===== src/design/ic_pkg.sv =====
// Shared types and constants for the inversion counter.
`default_nettype none

package ic_pkg;

	// Fixed port field widths
	localparam int VALUE_W = 32;
	localparam int TOTAL_W = 19;
	localparam logic [TOTAL_W-1:0] TOTAL_MAX = {TOTAL_W{1'b1}};

	// Parameter defaults
	localparam int MAX_ITEMS_DEF  = 1024;
	localparam int VALUE_BITS_DEF = 32;

	// Input word
	typedef struct packed {
		logic signed [VALUE_W-1:0] value;
		logic                      last;
	} in_word_t;

	// Output word
	typedef struct packed {
		logic [TOTAL_W-1:0] running_total;
		logic               done_res;
		logic               overflow;
	} out_word_t;

	// Control flags that travel with a probe down the cell chain
	typedef struct packed {
		logic valid;    // slot holds a live probe
		logic last;     // final element: clears each cell it passes
		logic present;  // an equal value was found upstream
		logic placed;   // a free cell was claimed upstream
	} probe_ctl_t;

endpackage

`default_nettype wire


===== src/design/ic_cell.sv =====
// One storage cell of the chain: holds one distinct value and grades passing probes.
`default_nettype none

module ic_cell #(
	parameter int CMP_W = 32,
	parameter int CNT_W = 11
) (
	input  wire                     clk,
	input  wire                     arst_n,
	input  wire                     run,
	input  ic_pkg::probe_ctl_t      ctl_in,
	input  wire signed [CMP_W-1:0]  val_in,
	input  wire        [CNT_W-1:0]  cnt_in,
	output ic_pkg::probe_ctl_t      ctl_out,
	output logic signed [CMP_W-1:0] val_out,
	output logic       [CNT_W-1:0]  cnt_out
);
	import ic_pkg::*;

	logic signed [CMP_W-1:0] stored_q;
	logic                    held_q;
	probe_ctl_t              ctl_q;
	logic                    hit_less;
	logic                    hit_eq;
	logic                    claim;
	probe_ctl_t              ctl_nxt;

	// Compare the probe with the held value
	always_comb begin
		hit_less = ctl_in.valid && held_q && (stored_q < val_in);
		hit_eq   = ctl_in.valid && held_q && (stored_q == val_in);
		// first free cell takes a new distinct value
		claim    = ctl_in.valid && !held_q && !ctl_in.present && !ctl_in.placed;
		ctl_nxt         = ctl_in;
		ctl_nxt.present = ctl_in.present | hit_eq;
		ctl_nxt.placed  = ctl_in.placed | claim;
	end

	// Cell contents: a final probe empties the cell behind it
	always_ff @(posedge clk or negedge arst_n) begin
		if (!arst_n) begin
			held_q <= 1'b0;
		end else if (run && ctl_in.valid) begin
			if (ctl_in.last) begin
				held_q <= 1'b0;
			end else if (claim) begin
				held_q <= 1'b1;
			end
		end
	end

	always_ff @(posedge clk) begin
		if (run && claim && !ctl_in.last) begin
			stored_q <= val_in;
		end
	end

	// Hand the probe to the next cell
	always_ff @(posedge clk or negedge arst_n) begin
		if (!arst_n) begin
			ctl_q <= '0;
		end else if (run) begin
			ctl_q <= ctl_nxt;
		end
	end

	always_ff @(posedge clk) begin
		if (run) begin
			val_out <= val_in;
			cnt_out <= cnt_in + CNT_W'(hit_less);
		end
	end

	assign ctl_out = ctl_q;

endmodule

`default_nettype wire


===== config.mk =====
export PLATFORM = sky130hd
export DESIGN_NAME = ic_cell
export DESIGN_NICKNAME = d
export VERILOG_FILES = /design/src/design/ic_pkg.sv /design/src/design/ic_cell.sv
export SDC_FILE = /design/constraint.sdc
export NUM_CORES = 1
export LEC_CHECK = 0
export BUFFER_PORTS_ARGS = -buffer_cell sky130_fd_sc_hd__buf_2
export CORE_UTILIZATION = 30
export CTS_BUF_LIST = sky130_fd_sc_hd__clkbuf_16
export CTS_CLUSTER_DIAMETER = 150
export DETAILED_ROUTE_END_ITERATION = 16
export SLEW_MARGIN = 10
export SYNTH_ARGS = -nofsm -noshare
export SYNTH_HDL_FRONTEND = slang
export SYNTH_SLANG_ARGS = --single-unit

===== constraint.sdc =====
create_clock -name clk -period 4.9 [get_ports clk]
set_input_delay 0.49 -clock clk [delete_from_list [all_inputs] [get_ports clk]]
set_output_delay 0.49 -clock clk [all_outputs]
set_load 0.01 [all_outputs]

# After elaboration in Yosys (flattened, before gate mapping)

Cells that the tools add are included.

Reduce and logical (&&, ||, !) cells: 15
Mux-type cells: 2
Add/sub/neg operators: 1
Order comparisons: 1
Equality and inequality tests: 1
Bitwise logic cells: 2

Operators by type and width:

| kind                                     | number |
|---|---|
| 32-bit == test                           | 1 |
| 32-bit less-than comparator              | 1 |
| 11-bit by 1-bit adder with 11-bit output | 1 |
| 1-bit logical AND                        | 9 |
| 1-bit zero test                          | 4 |
| 1-bit 2-to-1 mux                         | 2 |
| 1-bit bitwise OR                         | 2 |
| 2-bit AND reduction                      | 1 |
| 2-bit nonzero test                       | 1 |

Output and inout port bits: 47
Input port bits: 50
Register bits after elaboration: 80

# Longest topological paths before layout

Depth after elaboration: 6
Gate-level depth with buffers: 13

# Worst setup path before layout

OpenSTA, ideal clock, no wires.

Kind: input -> register
Start point: in run
End point: reg stored_q[0], enable pin
Setup time: 0.503 ns
Buffers on the path: 1
Required time: 4.397 ns
Stages on the path: 2
Arrival time: 3.934 ns
Setup slack: 0.463 ns
Cell sequence: clkbuf_1 -> nor4bb_1

Cells in the longest elaborated chain, start to end: 2

RTL lines:

| element                        | RTL line      | text |
|---|---|---|
| from (decl)                    | ic_cell.sv:10 | `input wire run,` |
| 1-bit logical AND (2 in a row) | ic_cell.sv:53 | `if (run && claim && !ctl_in.last) begin` |
| to (signal assigned)           | ic_cell.sv:54 | `stored_q <= val_in;` |
| to (decl)                      | ic_cell.sv:20 | `logic signed [CMP_W-1:0] stored_q;` |

Every way passes these cells.
A chain may end at the register's enable or synchronous reset.

# Worst setup path after layout

Start point: reg stored_q[14]
End point: reg cnt_out[10], data pin

Cells in the longest elaborated chain, start to end: 3

RTL lines:

| element                                  | RTL line      | text |
|---|---|---|
| 32-bit less-than comparator              | ic_cell.sv:30 | `hit_less = ctl_in.valid && held_q && (stored_q < val_in);` |
| 1-bit logical AND                        | ic_cell.sv:30 |  |
| 11-bit by 1-bit adder with 11-bit output | ic_cell.sv:70 | `cnt_out <= cnt_in + CNT_W'(hit_less);` |
| to (signal assigned)                     | ic_cell.sv:70 |  |
| to (decl)                                | ic_cell.sv:16 | `output logic [CNT_W-1:0] cnt_out` |

Every way passes these cells.

==> run summary <==
sw power - 343 µW
Worst Min Path Start - val_in[26]
std cell rows - 38
Die Footprint - 0.0119 mm²
Hold Crit Class - in -> reg
drt drc - 0
via count - 2170
dpl hpwl - 4760 µm
Num Clock Sinks - 80
most frequent cells in the layout - 96 x buf_2, 75 x edfxtp_1, 34 x ha_1
Fin. Hold Viols - 0
Reg2Reg Launch Point - stored_q[14]
Routed WL - 6660 µm
Period Utilization, post-route - 66.0%
total power - 1.52 mW
post-cts sizing count - 0
Crit Path Max Fanout - 4
register share of total power - 52.3%
count of pins over their slew limit - 0
library cells used by synthesis - 31
sw frac - 22.5%
P&R area growth vs syn - 27.4%
htree depth - 3
GRT Util Overall - 12.4%
cts bufs inserted - 9
Clock Latency Late Sink - 0.34 ns
number of global-route vias before repair - 2232
outcome - finished, final reports clean
Setup Total Neg Slack - 0 ns
asr flop ratio synth - 6.25%
Top Ports - 97
Die Span Y - 109 µm
CP endpoint kind - flip-flop
worst endpoint required time - 4.98 ns
syn_nets - 316
Worst slew margin - 56.0%
CTS tree - done
Lkg Pwr - 1.91 nW
Arrival @ worst endpoint - 3.31 ns
maximum vdd drop - 221 µV
CP Launch Point - stored_q[14]
CORE AREA - 0.0110 mm²
initial antenna violation count - 0
Routed Antenna Nets - 0
clock slew at reported path FFs - 0.06 ns
register-to-register setup slack - 1.67 ns
Mapped Cells - 232
EDFF count, synth - 75
CP max stage cell - nor4_1
critical path cell sequence - ha_1 > nand4_1 > nor4_1 > a21boi_1 > o31a_1 > nor3_1 > nor3_2 > ha_1 > ha_1 > and3_1 > nand3_1 > xnor2_1
maximum number of pins on one net before global-route repair - 52
port bufs - 96
DIE WIDTH - 109 µm
routability cong. - 0.773
clock group share of total power - 38.5%
sequential area share after synthesis - 68.8%
WHS - 0.358 ns
worst slew pin tran - 0.660 ns
share of cells above drive strength 1 - 32.7%
P_int - 1.18 mW
#FFs+latches synth - 80
via/cell ratio - 4.47
Peak Freq - 309 MHz
minimum clock period - 3.23 ns
Avg Synthesized Cell Area - 14.9 µm²
# diodes - 0
# setup viols final - 0
DRT Pass-1 Iters - 4
CTS Buffer Depth - 2
Fill cells - 1052
total gr overflow - 0
Warnings, synthesis - 0
Initial Util - 31.3%
most used cell, CP - ha_1
NumNets Final - 425
RSZ-0062 raised after global routing - false
RR Endpoint - cnt_out[10]
Root Driver - clkbuf_16
max-capacitance violation count - 0
WL per Instance - 13.7 µm
combinational share of power - 9.2%
Clock Skews - 0.00685 ns
most common cell after layout, fill and taps aside - buf_2
Hold EP - val_out[26]
Setup CP Type - reg -> reg
cell area power density - 346 mW/mm²
Syn Std Cell Area - 0.00345 mm²
Critical Path Start Type - flip-flop
Reg2Reg Depth - 12
hold path depth - 1
initial detailed-routing violation count - 64
first-pass GRT wire length - 10700 µm
max incr delay on CP - 0.48 ns
Post-synth top flop - edfxtp_1
## through the flow
stage / util (%) / cells / instance area [µm²] / setup slack (ns)
final: 39.9 / 486 / 4400 / 1.67
after CTS: 39.9 / 486 / 4400 / 1.58
after detailed placement: 37.5 / 469 / 4140 / 1.30
after global routing: 39.9 / 486 / 4400 / 1.26
after floorplan: - / 232 / 3450 / 0.463
after global placement: 37.5 / 469 / 4140 / 1.38
## synth_stat cells, types with 2 or more instances
master    instances  share of area [%]
a21o_1            3               0.65
a21oi_1          12                1.7
a221oi_1          2               0.51
a31oi_1           3               0.54
and3_1            3               0.54
and4_1            5                1.3
dfrtp_1           5                3.6
edfxtp_1         75                 65
ha_1             34                 12
inv_1            32                3.5
mux2_2            2               0.65
nand2_1          11                1.2
nand3_1           8                1.2
nand4_1           3               0.54
nor2_1            8               0.87
o21ai_0           4               0.58
xnor2_1           7                1.8
xor2_1            2               0.51
## state kept, by name, summed over array words and instances (netlist names)
signal,count
ctl_out,4
held_q,1
val_out,32
stored_q,32
cnt_out,11
## what timing repair did
item / in CTS / in global routing
setup buffers: 0 / 0
endpoints found under the hold margin: 5 / 0
hold buffers: 1 / 0
## cell type report
| cell class | instances | area (µm²) | share of cell area (%) |
|---|---|---|---|
| flip-flops and latches | 80 | 2380 | 54.0 |
| multi-input cells | 119 | 967 | 22.0 |
| repair buffers | 99 | 505 | 11.5 |
| clock buffers | 9 | 225 | 5.12 |
| well taps | 140 | 175 | 3.98 |
| inverters | 32 | 120 | 2.73 |
| clock inverters | 7 | 30.0 | 0.682 |
## power groups by stage
stage | registers, mW | logic (mW) | clock network [mW]
after floorplan | 0.829 | 0.0435 | 0
after global placement | 0.810 | 0.140 | 0
after detailed placement | 0.811 | 0.143 | 0
after CTS | 0.797 | 0.145 | 0.609
after global routing | 0.800 | 0.161 | 0.632
final | 0.796 | 0.141 | 0.586
## worst max-delay path, delay by kind of cell (launching register included)
kind / cells / cell delay [ns]
XOR/XNOR: 1 / 0.14
flip-flops: 1 / 0.36
adder cells (fa/ha/maj): 3 / 0.81
AND/OR/NAND/NOR: 6 / 1.26
AO/OA/AOI/OAI: 2 / 0.42
## worst max path at each step
stage / to / slack [ns]
2_1_floorplan: stored_q[0] / 0.46
3_3_place_gp: cnt_out[10] / 1.38
3_5_place_dp: cnt_out[10] / 1.30
4_1_cts: cnt_out[10] / 1.58
5_1_grt: cnt_out[10] / 1.26
6_report: cnt_out[10] / 1.67
## metal layers
| layer | GRT usage (%) | routed length, µm | up-vias |
|---|---|---|---|
| met5 | 0 | 0 | - |
| met4 | 5.14 | 134 | 0 |
| met3 | 4.98 | 388 | 12 |
| li1 | - | - | 1078 |
| met2 | 19.7 | 3110 | 56 |
| met1 | 15.0 | 3030 | 1024 |
## kinds of logic after synthesis
kind of cell | synth area share, %
simple gates | 6.85
buf+inv | 3.59
fa+ha+maj | 12.3
flops | 68.8
compound gates | 5.47
xor+xnor | 2.28
mux | 0.652
(Power assumes the default switching activity.)
