### src/design/ic_pkg.sv
// Shared types and constants for the inversion counter.
`default_nettype none

package ic_pkg;

	// Fixed port field widths
	localparam int VALUE_W = 32;
	localparam int TOTAL_W = 19;
	localparam logic [TOTAL_W-1:0] TOTAL_MAX = {TOTAL_W{1'b1}};

	// Parameter defaults
	localparam int MAX_ITEMS_DEF  = 1024;
	localparam int VALUE_BITS_DEF = 32;

	// Input word
	typedef struct packed {
		logic signed [VALUE_W-1:0] value;
		logic                      last;
	} in_word_t;

	// Output word
	typedef struct packed {
		logic [TOTAL_W-1:0] running_total;
		logic               done_res;
		logic               overflow;
	} out_word_t;

	// Control flags that travel with a probe down the cell chain
	typedef struct packed {
		logic valid;    // slot holds a live probe
		logic last;     // final element: clears each cell it passes
		logic present;  // an equal value was found upstream
		logic placed;   // a free cell was claimed upstream
	} probe_ctl_t;

endpackage

`default_nettype wire

### src/design/ic_tail.sv
// End of the chain: running total, overflow flag and the output register with skid stage.
`default_nettype none

module ic_tail #(
	parameter int CNT_W = 11
) (
	input  wire                    clk,
	input  wire                    arst_n,
	input  ic_pkg::probe_ctl_t     ctl_in,
	input  wire [CNT_W-1:0]        cnt_in,
	output logic                   run,
	output logic                   result_valid,
	input  wire                    result_ready,
	output ic_pkg::out_word_t      result
);
	import ic_pkg::*;

	logic [TOTAL_W-1:0] total_q;
	logic               ovf_q;
	logic [TOTAL_W:0]   sum;
	logic [TOTAL_W-1:0] new_total;
	logic               ovf_now;
	out_word_t          word;
	logic               push;
	logic               take;
	out_word_t          out_q;
	logic               out_valid_q;
	out_word_t          skid_q;
	logic               skid_valid_q;

	// Saturating add of this probe's count
	always_comb begin
		sum       = {1'b0, total_q} + (TOTAL_W + 1)'(cnt_in);
		new_total = sum[TOTAL_W] ? TOTAL_MAX : sum[TOTAL_W-1:0];
		ovf_now   = ovf_q | (!ctl_in.present && !ctl_in.placed);
		word.running_total = new_total;
		word.done_res      = ctl_in.last;
		word.overflow      = ovf_now;
	end

	assign run  = !skid_valid_q;
	assign push = run && ctl_in.valid;
	assign take = out_valid_q && result_ready;

	// Per-sequence totals, cleared after the final word
	always_ff @(posedge clk or negedge arst_n) begin
		if (!arst_n) begin
			total_q <= '0;
			ovf_q   <= 1'b0;
		end else if (push) begin
			total_q <= ctl_in.last ? '0 : new_total;
			ovf_q   <= ctl_in.last ? 1'b0 : ovf_now;
		end
	end

	// Output register plus skid stage
	always_ff @(posedge clk or negedge arst_n) begin
		if (!arst_n) begin
			out_valid_q  <= 1'b0;
			skid_valid_q <= 1'b0;
		end else if (skid_valid_q) begin
			if (take) begin
				skid_valid_q <= 1'b0;
			end
		end else if (push) begin
			if (!out_valid_q || take) begin
				out_valid_q <= 1'b1;
			end else begin
				skid_valid_q <= 1'b1;
			end
		end else if (take) begin
			out_valid_q <= 1'b0;
		end
	end

	always_ff @(posedge clk) begin
		if (skid_valid_q) begin
			if (take) begin
				out_q <= skid_q;
			end
		end else if (push) begin
			if (!out_valid_q || take) begin
				out_q <= word;
			end else begin
				skid_q <= word;
			end
		end
	end

	assign result_valid = out_valid_q;
	assign result       = out_q;

endmodule

`default_nettype wire

### config.mk
export PLATFORM = sky130hd
export DESIGN_NAME = ic_tail
export DESIGN_NICKNAME = d
export VERILOG_FILES = /design/src/design/ic_pkg.sv /design/src/design/ic_tail.sv
export SDC_FILE = /design/constraint.sdc
export NUM_CORES = 1
export LEC_CHECK = 0
export ABC_CLOCK_PERIOD_IN_PS = 6500
export BUFFER_PORTS_ARGS = -buffer_cell sky130_fd_sc_hd__buf_2
export CAP_MARGIN = 0
export CORE_UTILIZATION = 60
export CTS_CLUSTER_SIZE = 25
export DETAILED_ROUTE_END_ITERATION = 10
export PLACE_DENSITY = 0.8
export SYNTH_ARGS = -nofsm -noshare
export SYNTH_HDL_FRONTEND = slang
export SYNTH_SLANG_ARGS = --single-unit
### constraint.sdc
create_clock -name clk -period 6.5 [get_ports clk]
set_input_delay 0 -clock clk [delete_from_list [all_inputs] [get_ports clk]]
set_output_delay 0 -clock clk [all_outputs]
set_load 0.05 [all_outputs]
* After elaboration in Yosys (flattened, before gate mapping)
Index checks and enable logic that the tools add are counted.
** Storage, ports and cells
- Input port bits :: 18
- Memories :: 0
- Register bits after elaboration :: 64
- Output and inout port bits :: 23
- Memory bits (read-only) :: 0
- RAM bits :: 0
- Bits in latches :: 0
- Word-level logic and storage cells :: 44
** Operators by class
- Div/mod/pow operators :: 0
- Shifts and indexed selects :: 0
- Add/sub/neg operators :: 1
- Bitwise operators :: 3
- Mux-type cells :: 14
- Multipliers :: 0
- Eq/ne operators :: 2
- Reductions and logical operators :: 14
- $lt $le $gt $ge :: 0
** Operator list (count)
- $mux W21 :: 4
- $mux W19 :: 2
- $add A19 B11 Y20 :: 1
- $reduce_and A3 Y1 :: 3
- $mux W1 :: 8
- $reduce_bool A2 Y1 :: 3
- $logic_not A1 Y1 :: 4
- $logic_and A1 B1 Y1 :: 3
- $ne A2 B1 Y1 const B :: 1
- $ne A2 B2 Y1 const B :: 1
- $not A1 Y1 :: 2
- $logic_or A1 B1 Y1 :: 1
- $or A1 B1 Y1 :: 1

* Depth between registers and ports, before layout
- Depth after elaboration :: 6
- Mapped depth :: 9
- Mapped depth without buffers :: 9

* Least setup slack after synthesis
OpenSTA, ideal clock, no wires.
- Kind :: reg-to-reg
- From :: register skid_valid_q
- To :: register out_q (netlist bit result[0]), enable pin
- Setup time :: 406 ps
- Buffers on the path :: 3
- Arrival time :: 2367 ps
- Stages on the path, launching flop included :: 7
- Slack :: 3727 ps
- Clock period less this slack :: 2773 ps
- Data required time :: 6094 ps
- Cells stage by stage :: dfrtp_1 clkbuf_1 nor2b_1 clkbuf_1 clkbuf_1 a21oi_1 a21oi_1
** Between the ends
- Cells in the longest elaborated chain, start to end :: 4
- Elaborated cells on any way between the ends :: 6
- Classes of those cells :: 1 x eq/ne; 5 x reduce/logical
** RTL lines
- from (decl) :: RTL line ic_tail.sv:29 : logic skid_valid_q;
- from (signal assigned) :: RTL line ic_tail.sv:60 : skid_valid_q <= 1'b0;
- from (signal assigned) :: RTL line ic_tail.sv:63 : skid_valid_q <= 1'b0;
- from (signal assigned) :: RTL line ic_tail.sv:69 : skid_valid_q <= 1'b1;
- $logic_not A1 Y1 :: RTL line ic_tail.sv:41 : assign run = !skid_valid_q;
- $logic_and A1 B1 Y1 :: RTL line ic_tail.sv:42 : assign push = run && ctl_in.valid;
- $reduce_bool A2 Y1 (no source line)
- $reduce_and A3 Y1 (no source line) *
- to (signal assigned) :: RTL line ic_tail.sv:79 : out_q <= skid_q;
- to (signal assigned) :: RTL line ic_tail.sv:83 : out_q <= word;
- to (decl) :: RTL line ic_tail.sv:26 : out_word_t out_q;
Mark *: on every way between the ends. The rest lies on a longest branch, timed or not.
A chain may end at the register's enable or synchronous reset.

* Worst setup path in the final report
- From :: register total_q[0]
- To :: register out_q (netlist bit result[20]) (data pin)
** Between the ends
- Cells in the longest elaborated chain, start to end :: 5
** RTL lines
- from (decl) :: RTL line ic_tail.sv:18 : logic [TOTAL_W-1:0] total_q;
- from (signal assigned) :: RTL line ic_tail.sv:51 : total_q <= ctl_in.last ? '0 : new_total;
- $add A19 B11 Y20 :: RTL line ic_tail.sv:33 : sum = {1'b0, total_q} + (TOTAL_W + 1)'(cnt_in);
- $mux W19 :: RTL line ic_tail.sv:34 : new_total = sum[TOTAL_W] ? TOTAL_MAX : sum[TOTAL_W-1:0];
- via new_total[18] :: RTL line ic_tail.sv:21 : logic [TOTAL_W-1:0] new_total;
- $mux W21 :: RTL line ic_tail.sv:82 : if (!out_valid_q || take) begin
- $mux W21 :: RTL line ic_tail.sv:81 : end else if (push) begin
- $mux W21 :: RTL line ic_tail.sv:77 : if (skid_valid_q) begin
The timed path passes the listed nets, and every way through them passes these cells. The select of a mux whose other input is x is not followed.

==> run summary <==
==========================================================================================
Final RePlAce weighted congestion                                                    0.947
Final period demand of the worst path                                              2.80 ns
Synth warnings                                                                           0
Dominant combinational cell family by area after synthesis                    compound AO/OA/AOI/OAI gates
Tightest slew margin relative to the limit                                           26.6%
Pleak                                                                              1.61 nW
Final critical-path share of the clock period                                        43.1%
Least-Margin Pin Slew                                                              1.10 ns
Slowest cell on the critical path                                             sky130_fd_sc_hd__fa_1
Critical path start-end classification                                          reg -> reg
Cell chain of the critical path                                               ha_1, inv_1, fa_1, nand2b_1, a2111oi_2, a211oi_2, nor3b_2, mux2i_1, mux2_2
CTS Sinks                                                                               64
Endpoint type of the worst setup path                                            flip-flop
Clock insertion delay at the later pin of the skew report                          0.34 ns
Post-synthesis compound-gate area fraction                                           18.8%
Crit path arrival time                                                             2.90 ns
Overall global routing resource usage                                                24.9%
Max FO, Critical Path                                                                    5
Horizontal extent of the die                                                       76.1 um
Core Area                                                                         5200 um2
Delay of the slowest critical-path stage                                           0.39 ns
Sum Neg Setup Slack                                                                   0 ns
Result of the run                                                             finished clean
Most area-consuming cells after synthesis                                     sky130_fd_sc_hd__edfxtp_1 (38%), sky130_fd_sc_hd__dfrtp_1 (17%), sky130_fd_sc_hd__mux2_2 (4.4%), sky130_fd_sc_hd__ha_1 (4.2%), sky130_fd_sc_hd__a21oi_1 (3.6%)
Layout Nets                                                                            348
Share of synthesized area spent on multiplexers                                      5.96%
Top FF cell, synth                                                            sky130_fd_sc_hd__edfxtp_1
Gate count after technology mapping                                                    278
Number of input and output port buffers inserted                                        40
Total via count after detailed routing                                                2362
Setup-failing EPs final                                                                  0
Post-synth cell types                                                                   50
Total power of the final layout                                                    2.00 mW
Number of buffers and inverters on the critical path                                     1
Clock Skew                                                                      0.00807 ns
Final max-slew violation count                                                           0
Startpoint Class                                                                 flip-flop
Mean area per synthesized cell                                                    11.9 um2
Diode count                                                                              0
Most common cell after layout, fill and taps aside                            sky130_fd_sc_hd__edfxtp_1
Count of flip-flops with a built-in enable after synthesis                              42
Ports placed on the boundary                                                            41
Overall die area                                                                  5800 um2
Via count of the first global-routing pass                                            2312
First-pass iteration count of the detailed router                                        5
Starting Density                                                                     63.4%
Synth Area in XOR/XNOR                                                               2.66%
Share of synthesized cell area in full adder, half adder and majority cells          4.78%
Number of cells after detailed placement                                               372
Via count normalized by instance count                                                6.01
Area fraction in and, or, nand and nor cells after synthesis                         9.86%
Die span in y                                                                      76.1 um
Class of the tightest hold or removal check                                      in -> reg
Sequential element share of the synthesized area                                     54.9%
Number of standard-cell rows in the floorplan                                           26
TritonCTS clock tree                                                                   yes
Total congestion overflow                                                                0
Synthesis-to-layout area growth                                                      14.1%
Pin count of the biggest net entering global routing                                    23
Most frequent cells in the layout                                             sky130_fd_sc_hd__edfxtp_1 (42), sky130_fd_sc_hd__buf_2 (40), sky130_fd_sc_hd__a21oi_1 (23)
Cell area after technology mapping                                                3300 um2
Share of cells above drive strength 1                                                25.4%
H-tree depth                                                                             3
Post-route worst setup slack                                                       3.70 ns
Antenna-violating nets left                                                              0
Post-Synthesis Net Count                                                               308
Endpoints failing hold                                                                   0
Post-synth top area cell                                                      sky130_fd_sc_hd__edfxtp_1
Placed wire-length estimate after detailed placement                               4690 um
Total detailed-routing wirelength                                                  6680 um
DRC violation total after the first TritonRoute iteration                              155
Cell at the root of the clock tree                                            sky130_fd_sc_hd__clkbuf_8
Initial antenna violation count                                                          0
P per Cell Area                                                                 530 nW/um2
Wire length per cell                                                               17.0 um
Total CTS buffers                                                                        9
Count of maximum capacitance violations                                                  0
Async set-reset flop share out of synthesis                                          34.4%
Crit-path leading delay family                                                 adder cells
Required time at the worst-slack endpoint                                          6.60 ns
IR Drop Worst-Case VDD                                                            0.266 mV
Buffers from clock root to sink, at most                                                 2
Register clock-pin slew on the reported worst setup and hold paths                 0.07 ns
Pre-CTS setup slack                                                                3.75 ns
Fraction of synthesized cell area taken by the top area cell type                    38.2%
Final std cells w/o fill                                                               393
Number of synthesized register bits                                                     64
Detailed-route DRC error count                                                           0
Unrepaired setup endpoints after global routing                                         no
Fmax                                                                               357 MHz
First-pass GRT wire length                                                        11100 um
==========================================================================================
path summary, 6_finish.rpt:
path,start,cells after the start,slack (ns),to
setup / recovery,total_q[0]$_DFFE_PN0P_,9,3.70,result[20]$_DFFE_PP_
hold / removal,ctl_in[0],3,0.002,ovf_q$_DFFE_PN0P_
setup reg to reg,total_q[0]$_DFFE_PN0P_,9,3.70,result[20]$_DFFE_PP_
hold reg to reg,total_q[4]$_DFFE_PN0P_,1,0.53,total_q[4]$_DFFE_PN0P_
max in group asynchronous,arst_n,2,5.97,total_q[11]$_DFFE_PN0P_
min in group asynchronous,arst_n,2,0.17,total_q[9]$_DFFE_PN0P_
worst min-delay path: stages:
cell                       delay, ns
sky130_fd_sc_hd__buf_2          0.07
sky130_fd_sc_hd__o21bai_1       0.10
sky130_fd_sc_hd__o21a_1         0.12
final cells by class:
cell class	count	area [um2]
multi-input combinational	190	1390
tap	70	87.6
fill	351	1440
clock buffer	10	128
timing repair buffer	46	258
clock inverter	6	60.1
inverter	7	26.3
sequential	64	1810
repair_timing:
| action | 4_1_cts | 5_1_grt |
|---|---|---|
| gates resized for setup | 0 | 0 |
| hold buffers | 5 | 0 |
| hold endpoints to repair | 25 | 0 |
| setup buffers | 0 | 0 |
cell families after synthesis:
| kind of cell | after synthesis |
|---|---|
| and+or+nand+nor | 62 |
| xor gates and xnor gates | 10 |
| muxes | 17 |
| buffers and inverters | 24 |
| adders and majority gates | 12 |
| AOI/OAI and AO/OA | 89 |
| DFF | 64 |
sequential cells by signal, indices dropped and copies added, names as in the netlist:
register,flops
ovf_q,1
skid_q,21
result,21
total_q,19
result_valid,1
skid_valid_q,1
per-stage QoR:
step                      utilization (%)  cell area [um2]  hold slack (ns)
after detailed placement             67.7             3520          0.00812
after global placement               67.7             3520          0.00916
after global routing                 72.3             3760           0.0237
after floorplan                         -             3300           -0.296
after CTS                            72.3             3760          0.00226
final                                72.3             3760          0.00168
synth_stat cells (2+ instances only):
cell and instances:
sky130_fd_sc_hd__a211o_1 2, sky130_fd_sc_hd__a211oi_1 2, sky130_fd_sc_hd__a21o_1 6, sky130_fd_sc_hd__a21oi_1 24, sky130_fd_sc_hd__a21oi_2 2, sky130_fd_sc_hd__a22o_1 9
sky130_fd_sc_hd__a2bb2oi_1 6, sky130_fd_sc_hd__a31o_1 3, sky130_fd_sc_hd__a31oi_1 3, sky130_fd_sc_hd__a41oi_1 3, sky130_fd_sc_hd__and3_1 7, sky130_fd_sc_hd__buf_2 4
sky130_fd_sc_hd__clkbuf_1 12, sky130_fd_sc_hd__dfrtp_1 22, sky130_fd_sc_hd__edfxtp_1 42, sky130_fd_sc_hd__ha_1 11, sky130_fd_sc_hd__inv_1 7, sky130_fd_sc_hd__mux2_2 13
sky130_fd_sc_hd__mux2_4 2, sky130_fd_sc_hd__mux2i_1 2, sky130_fd_sc_hd__nand2_1 21, sky130_fd_sc_hd__nand2b_1 5, sky130_fd_sc_hd__nand3_1 4, sky130_fd_sc_hd__nor2_1 11
sky130_fd_sc_hd__nor2b_1 3, sky130_fd_sc_hd__nor3_1 2, sky130_fd_sc_hd__nor3b_2 2, sky130_fd_sc_hd__o21a_1 3, sky130_fd_sc_hd__o21ai_0 12, sky130_fd_sc_hd__o21ai_1 3
sky130_fd_sc_hd__o21bai_1 2, sky130_fd_sc_hd__o31a_1 2, sky130_fd_sc_hd__xnor2_1 5, sky130_fd_sc_hd__xor2_1 5
metal layers:
layer / vias up / global-route usage, % / wire length (um)
met3: 14 / 5.27 / 450
met1: 1111 / 34.0 / 3070
li1: 1123 / - / -
met5: - / 0 / 0
met4: 0 / 10.8 / 125
met2: 114 / 38.7 / 3030
report_power, final:
part | total, mW | internal, mW | switching, mW
combinational | 0.975 | 0.313 | 0.662
sequential | 0.698 | 0.631 | 0.0671
clock | 0.323 | 0.175 | 0.148
total | 2.00 | 1.12 | 0.877
(Power assumes the default switching activity.)
